## config.mk

```make
export PLATFORM = sky130hd
export DESIGN_NAME = art_ctrl
export DESIGN_NICKNAME = d
export VERILOG_FILES = /design/src/hdl/art_pkg.sv /design/src/hdl/art_ctrl.sv
export SDC_FILE = /design/constraint.sdc
export NUM_CORES = 1
export LEC_CHECK = 0
export ABC_CLOCK_PERIOD_IN_PS = 3800
export BUFFER_PORTS_ARGS = -buffer_cell sky130_fd_sc_hd__buf_2
export CORE_MARGIN = 2
export CORE_UTILIZATION = 48
export CTS_BUF_LIST = sky130_fd_sc_hd__clkbuf_4 sky130_fd_sc_hd__clkbuf_8 sky130_fd_sc_hd__clkbuf_16
export DETAILED_ROUTE_END_ITERATION = 10
export PLACE_DENSITY_LB_ADDON = 0.12
export SETUP_SLACK_MARGIN = 0.15
export SLEW_MARGIN = 10
export SYNTH_ARGS = -nofsm -noshare
export SYNTH_HDL_FRONTEND = slang
export SYNTH_SLANG_ARGS = --single-unit
export TNS_END_PERCENT = 5
```

## constraint.sdc

```tcl
create_clock -name clk -period 3.8 [get_ports clk]
set_input_delay 1.14 -clock clk [delete_from_list [all_inputs] [get_ports clk]]
set_output_delay 1.14 -clock clk [all_outputs]
set_load 0.01 [all_outputs]
```

## src/hdl/art_pkg.sv

```systemverilog
// art_pkg: shared types, constants and codes of the address region table.
// No dependencies; used by every module of the block except art_ram.
package art_pkg;

  localparam int MAX_REGIONS = 64;
  localparam int PAGE_BYTES  = 4096;
  localparam int MAX_TRIES   = 4096;

  localparam int PB     = $clog2(PAGE_BYTES);
  localparam int PW     = 64 - PB;
  localparam int IDX_W  = $clog2(MAX_REGIONS);
  localparam int CNT_W  = IDX_W + 1;
  localparam int TRY_W  = $clog2(MAX_TRIES + 1);

  localparam logic [32:0] ALLOC_LIMIT = 33'h1_0000_0000;
  localparam logic [3:0]  KIND_MMAP   = 4'd3;

  localparam logic [2:0] CMD_MAP    = 3'd0;
  localparam logic [2:0] CMD_ALLOC  = 3'd1;
  localparam logic [2:0] CMD_UNMAP  = 3'd2;
  localparam logic [2:0] CMD_PROT   = 3'd3;
  localparam logic [2:0] CMD_LOOKUP = 3'd4;

  typedef enum logic [2:0] {
    ST_OK        = 3'd0,
    ST_OVERLAP   = 3'd1,
    ST_TOO_LARGE = 3'd2,
    ST_FULL      = 3'd3,
    ST_NOT_FOUND = 3'd4,
    ST_NO_GAP    = 3'd5
  } status_t;

  typedef struct packed {
    logic [2:0]  cmd;
    logic [63:0] addr;
    logic [32:0] len;
    logic [2:0]  prot;
    logic [3:0]  kind;
  } in_item_t;

  typedef struct packed {
    logic [2:0]  status;
    logic [63:0] result_base;
    logic [32:0] result_size;
    logic [2:0]  result_prot;
    logic [3:0]  result_kind;
  } out_item_t;

  typedef struct packed {
    logic [63:0] base;
    logic [32:0] size;
    logic [2:0]  prot;
    logic [3:0]  kind;
  } region_t;

  typedef enum logic [3:0] {
    OP_NONE,
    OP_LOAD,
    OP_PREP,
    OP_SCAN_INIT,
    OP_EVAL,
    OP_ADVANCE,
    OP_SHIFT_INIT,
    OP_SH_READ,
    OP_SH_WRITE,
    OP_INSERT,
    OP_COMPACT,
    OP_PROT_WR,
    OP_FINISH
  } dp_op_t;

  typedef struct packed {
    dp_op_t  op;
    status_t code;
  } dp_cmd_t;

  typedef struct packed {
    logic [2:0] cmd;
    logic       range_bad;
    logic       size_wide;
    logic       len_big;
    logic       full;
    logic       ovf;
    logic       tries_max;
    logic       hit;
    logic       removed;
    logic       scan_end;
    logic       sh_more;
  } dp_sts_t;

endpackage

```

## src/hdl/art_ctrl.sv

```systemverilog
// art_ctrl: sequencer for the region table commands.
// Depends on art_pkg; drives art_dp through dp_cmd_t, reads dp_sts_t.
module art_ctrl (
  input  logic             clk,
  input  logic             rst_n,
  input  logic             in_valid,
  output logic             in_ready,
  output logic             out_valid,
  input  logic             out_ready,
  input  art_pkg::dp_sts_t sts,
  output art_pkg::dp_cmd_t cmd
);

  typedef enum logic [3:0] {
    S_IDLE, S_PREP, S_CHECK, S_RD, S_EV, S_POST, S_SH_RD, S_SH_WR, S_INS, S_FIN
  } state_t;

  state_t            state_r, state_nxt;
  art_pkg::status_t  code_r, code_nxt;
  logic              out_valid_r, out_valid_nxt;
  art_pkg::dp_op_t   op;

  always_comb begin
    state_nxt     = state_r;
    code_nxt      = code_r;
    out_valid_nxt = out_valid_r && !out_ready;
    op            = art_pkg::OP_NONE;
    unique case (state_r)
      S_IDLE: begin
        if (in_valid) begin
          op        = art_pkg::OP_LOAD;
          state_nxt = S_PREP;
        end
      end
      S_PREP: begin
        op        = art_pkg::OP_PREP;
        state_nxt = S_CHECK;
      end
      S_CHECK: begin
        state_nxt = S_FIN;
        unique case (sts.cmd)
          art_pkg::CMD_MAP: begin
            if (sts.range_bad || sts.size_wide) begin
              code_nxt = art_pkg::ST_TOO_LARGE;
            end else begin
              op        = art_pkg::OP_SCAN_INIT;
              state_nxt = S_RD;
            end
          end
          art_pkg::CMD_ALLOC: begin
            priority if (sts.len_big) begin
              code_nxt = art_pkg::ST_TOO_LARGE;
            end else if (sts.full) begin
              code_nxt = art_pkg::ST_FULL;
            end else if (sts.tries_max || sts.ovf) begin
              code_nxt = art_pkg::ST_NO_GAP;
            end else begin
              op        = art_pkg::OP_SCAN_INIT;
              state_nxt = S_RD;
            end
          end
          art_pkg::CMD_UNMAP, art_pkg::CMD_PROT: begin
            if (sts.range_bad) begin
              code_nxt = art_pkg::ST_NOT_FOUND;
            end else begin
              op        = art_pkg::OP_SCAN_INIT;
              state_nxt = S_RD;
            end
          end
          art_pkg::CMD_LOOKUP: begin
            op        = art_pkg::OP_SCAN_INIT;
            state_nxt = S_RD;
          end
          default: code_nxt = art_pkg::ST_NOT_FOUND;
        endcase
      end
      S_RD: begin
        // Scan stops at end of table or on the first hit.
        if (sts.hit || sts.scan_end) begin
          state_nxt = S_POST;
        end else begin
          state_nxt = S_EV;
        end
      end
      S_EV: begin
        op        = art_pkg::OP_EVAL;
        state_nxt = S_RD;
      end
      S_POST: begin
        state_nxt = S_FIN;
        unique case (sts.cmd)
          art_pkg::CMD_MAP: begin
            priority if (sts.hit) begin
              code_nxt = art_pkg::ST_OVERLAP;
            end else if (sts.full) begin
              code_nxt = art_pkg::ST_FULL;
            end else begin
              op        = art_pkg::OP_SHIFT_INIT;
              state_nxt = S_SH_RD;
            end
          end
          art_pkg::CMD_ALLOC: begin
            if (sts.hit) begin
              op        = art_pkg::OP_ADVANCE;
              state_nxt = S_CHECK;
            end else begin
              op        = art_pkg::OP_SHIFT_INIT;
              state_nxt = S_SH_RD;
            end
          end
          art_pkg::CMD_UNMAP: begin
            op       = art_pkg::OP_COMPACT;
            code_nxt = sts.removed ? art_pkg::ST_OK : art_pkg::ST_NOT_FOUND;
          end
          art_pkg::CMD_PROT: begin
            if (sts.hit) begin
              op       = art_pkg::OP_PROT_WR;
              code_nxt = art_pkg::ST_OK;
            end else begin
              code_nxt = art_pkg::ST_NOT_FOUND;
            end
          end
          default: code_nxt = sts.hit ? art_pkg::ST_OK : art_pkg::ST_NOT_FOUND;
        endcase
      end
      S_SH_RD: begin
        if (sts.sh_more) begin
          op        = art_pkg::OP_SH_READ;
          state_nxt = S_SH_WR;
        end else begin
          state_nxt = S_INS;
        end
      end
      S_SH_WR: begin
        op        = art_pkg::OP_SH_WRITE;
        state_nxt = S_SH_RD;
      end
      S_INS: begin
        op        = art_pkg::OP_INSERT;
        code_nxt  = art_pkg::ST_OK;
        state_nxt = S_FIN;
      end
      S_FIN: begin
        if (!out_valid_r || out_ready) begin
          op            = art_pkg::OP_FINISH;
          out_valid_nxt = 1'b1;
          state_nxt     = S_IDLE;
        end
      end
      default: state_nxt = S_IDLE;
    endcase
  end

  always_ff @(posedge clk) begin
    if (!rst_n) begin
      state_r     <= S_IDLE;
      code_r      <= art_pkg::ST_OK;
      out_valid_r <= 1'b0;
    end else begin
      state_r     <= state_nxt;
      code_r      <= code_nxt;
      out_valid_r <= out_valid_nxt;
    end
  end

  assign in_ready  = (state_r == S_IDLE);
  assign out_valid = out_valid_r;
  assign cmd.op    = op;
  assign cmd.code  = code_r;

endmodule

```

## Word-level counts from Yosys, hierarchy flattened

Index checks and enable logic that the tools add are counted.

| cells by class | value |
|---|---|
| equality and inequality tests | 21 |
| muxes and demuxes | 44 |
| reduce and logical (&&, ||, !) cells | 13 |

Operator list:

| kind | number |
|---|---|
| 4-bit 2-to-1 mux | 12 |
| 4-bit case mux with 10 select lines | 1 |
| 3-bit 2-to-1 mux | 13 |
| 4-bit case mux with 9 select lines | 1 |
| 4-bit case mux with 4 select lines | 2 |
| 3-bit case mux with 3 select lines | 2 |
| 4-bit by 3-bit == test with 1-bit output, second input constant | 4 |
| 2-bit 2-to-1 mux | 6 |
| 3-bit case mux with 4 select lines | 1 |
| 4-bit by 2-bit == test with 1-bit output, second input constant | 2 |
| 4-bit == test, second input constant | 2 |
| 2-bit != test, second input constant | 4 |
| 2-bit case mux with 4 select lines | 1 |
| 4-bit case mux with 2 select lines | 1 |
| 7-bit AND reduction | 1 |
| 3-bit by 2-bit == test with 1-bit output, second input constant | 2 |
| 3-bit != test, second input constant | 2 |
| 5-bit != test, second input constant | 1 |
| 4-bit by 1-bit == test with 1-bit output, second input constant | 1 |
| 4-bit logical NOT | 1 |
| 1-bit logical OR | 4 |
| 1-bit 2-to-1 mux | 4 |
| 4-bit != test, second input constant | 1 |
| 3-bit by 1-bit == test with 1-bit output, second input constant | 1 |
| 7 further kinds | 8 |

| storage, ports and cells | value |
|---|---|
| register bits after elaboration | 8 |
| input bits | 17 |
| output and inout bits | 9 |
| logic and storage cells | 81 |

## Logic depth before layout (Yosys ltp)

| logic depth | value |
|---|---|
| word-level depth | 6 |
| depth in mapped cells | 6 |
| gate-level depth less buffers | 5 |

## Worst setup path after synthesis

Ideal clock, no wire load.

| timing | value |
|---|---|
| kind | in2out |
| start point | input port sts[10] in the netlist's numbering |
| end point | output port cmd[4] in the netlist's numbering |
| arrival | 2566 ps |
| required time | 2660 ps |
| setup slack | 94 ps |
| cell stages on the path | 6 |
| path buffers | 1 |
| path through | buf_4 or3b_1 or4b_4 a31oi_4 a31oi_1 nand3_1 |

RTL lines:

| item | RTL line | source |
|---|---|---|
| from (decl) | art_ctrl.sv:10 | `input art_pkg::dp_sts_t sts,` |
| to (decl) | art_ctrl.sv:11 | `output art_pkg::dp_cmd_t cmd` |

==> metrics <==
CTS buffer count 3; final core utilization 61.7%; Hold Buf Count CTS 0; Worst Setup End Kind output port; area occupied by multi-input gates 552 um2; Reg area 160 um2; Die Area 1880 um2; CTS root buf clkbuf_4; crit-path max FO 3; post-DP HPWL 1.37 mm; MaxCap Viol Count 0; worst rel slew slack 59.5%; final setup violation count 0; Yosys Warn Count 0; CTS tree done; top cells by area, synth dfxtp_1 (22%), nor2_1 (5.6%), nand3_1 (4.7%), nand2_1 (4.6%), a31oi_1 (4.2%); sequential area share after synthesis 21.6%; cells after synthesis 102; placeable core area 1470 um2; met3 Use GR 5.96%; FMAX 266 MHz; clock buffer depth 2; vias 852; Tot GR Track Use 21.1%; Nets 144; Starting Density 50.4%; Setup Fix Bufs, Post-CTS 0; CP Class input pin to output port; commonest non-fill, non-tap cell in the layout buf_2; n_diodes 0; Worst EP required 2.66 ns; total gr overflow 0; I/O Pins 26; leakage 0.378 nW; GRT busiest layer met2; met1 GRT Util 27.8%; final hold violations 0; layout cells sized above 1 29.6%; Filler Cells Inserted 144; Reg clk slew, reported paths 0.05 ns; die extent in x 43.3 um; Pre-antenna DRT Iters 4; die height 43.3 um; initial antenna violation count 0; vias in the first global route 763; number of synthesized register bits 8; syn nets 119; Power Total 0.269 mW; IO Port Bufs 25; PD cells 296 nW/um2; hold slack 0.457 ns; Final Max Tran Viols 0; num rows 14; RePlAce Congestion 0.933; EDFF count, synth 0; min-delay worst type flip-flop to flip-flop; Arrival @ worst endpoint 2.62 ns; number of H-tree levels 1; Starting DRT DRC Count 19; first-pass GRT wire length 3.11 mm; top-area cell type share of the netlist area 21.6%; period utilization 98.9%; post-synthesis to final-layout area growth 22.4%; most frequent cells in the layout buf_2 (24), nor2_1 (11), nand2_1 (9), dfxtp_1 (8), nand3_1 (7); unrepaired setup endpoints after global routing yes; ys async rst share 0%; CTS sink count 8; Avg Inst Size Synth 7.27 um2; WL final 1.77 mm; Post-DRT Antenna Nets 0; largest net degree at the start of global routing 20; outcome finished, final reports clean; Synth area leader dfxtp_1; worst skew pair latency 0.25 ns; Distinct cells, synth 43; Avg WL per Cell 12.6 um; synthesized area 742 um2; startpoint types input pin; Clock Skew 0.00290 ns; DRC 0; Period minus WS final 3.76 ns; worst-margin pin slew 0.607 ns; Via density 6.04; met2 usage 34.9%; Post-synth top flop dfxtp_1; worst vdd ir 0.000298 V
-- critical path: stages --
cell     delay (ns)
buf_6          0.09
or3b_4         0.38
or4b_4         0.51
a31oi_4        0.19
a31oi_2        0.07
nand3_1        0.11
buf_2          0.13
-- power breakdown --
| part | total, mW | switching, mW | internal [mW] |
|---|---|---|---|
| combinational | 0.0971 | 0.0502 | 0.0468 |
| sequential | 0.109 | 0.0176 | 0.0917 |
| clock | 0.0623 | 0.0263 | 0.0360 |
-- timing repair --
item | in CTS | in global routing
resized for setup | 0 | 4
cloned | 0 | 0
pin swaps | 0 | 1
endpoints found under the setup margin | 2 | 3
endpoints found under the hold margin | 0 | 0
-- Yosys cell counts, drive strengths merged, types with 3 or more instances --
library cell / instances
nor2: 12
nor3b: 3
a21oi: 5
o21ai: 5
dfxtp: 8
nand3: 7
nand2: 9
buf: 4
mux2i: 3
nand3b: 4
clkbuf: 3
a31oi: 6
nor2b: 4
-- worst paths after layout --
kind              depth (start not counted)               startpoint  slack [ns]                endpoint
hold reg to reg                           2   code_r[0]$_SDFFE_PN0P_        0.46  code_r[0]$_SDFFE_PN0P_
setup reg to reg                          5  state_r[0]$_SDFFE_PN0P_        1.69  code_r[1]$_SDFFE_PN0P_
hold / removal                            2   code_r[0]$_SDFFE_PN0P_        0.46  code_r[0]$_SDFFE_PN0P_
setup / recovery                          7                   sts[6]        0.04                  cmd[4]
-- state kept, by name, indices dropped and copies added, names as in the netlist --
signal     flops
out_valid      1
state_r        4
code_r         3
-- routing by layer --
layer	up-vias	share of wire, %
li1	432	-
met5	-	0
met2	24	48
met4	0	0
met1	396	46
met3	0	5.5
-- per-stage QoR --
stage | setup slack [ns] | cells | instance area (um2) | setup TNS (ns)
after floorplan | 0.170 | 102 | 742 | 0
after global placement | 0.0612 | 138 | 871 | 0
after detailed placement | 0.0200 | 138 | 871 | 0
after CTS | 0.0166 | 141 | 893 | 0
after global routing | -0.0129 | 141 | 908 | -0.0129
final | 0.0436 | 141 | 908 | 0
-- cell families (layout without fill, tap and decap cells) --
group           count (synthesis)  count (layout)  synth area share [%]
compound gates                 30              30                  29.7
buf+inv                         9              32                  5.23
flops                           8               8                  21.6
mux                             3               3                  4.05
simple gates                   52              52                  39.5
-- cell type report --
cell class                      instances  share of cell area (%)
Clock buffer                            3                    2.48
Inverter                                2                   0.826
Multi-Input combinational cell         85                    60.7
Sequential cell                         8                    17.6
Tap cell                               16                    2.20
Timing Repair Buffer                   27                    16.1
Note: power is estimated with default switching activity, not from simulation.
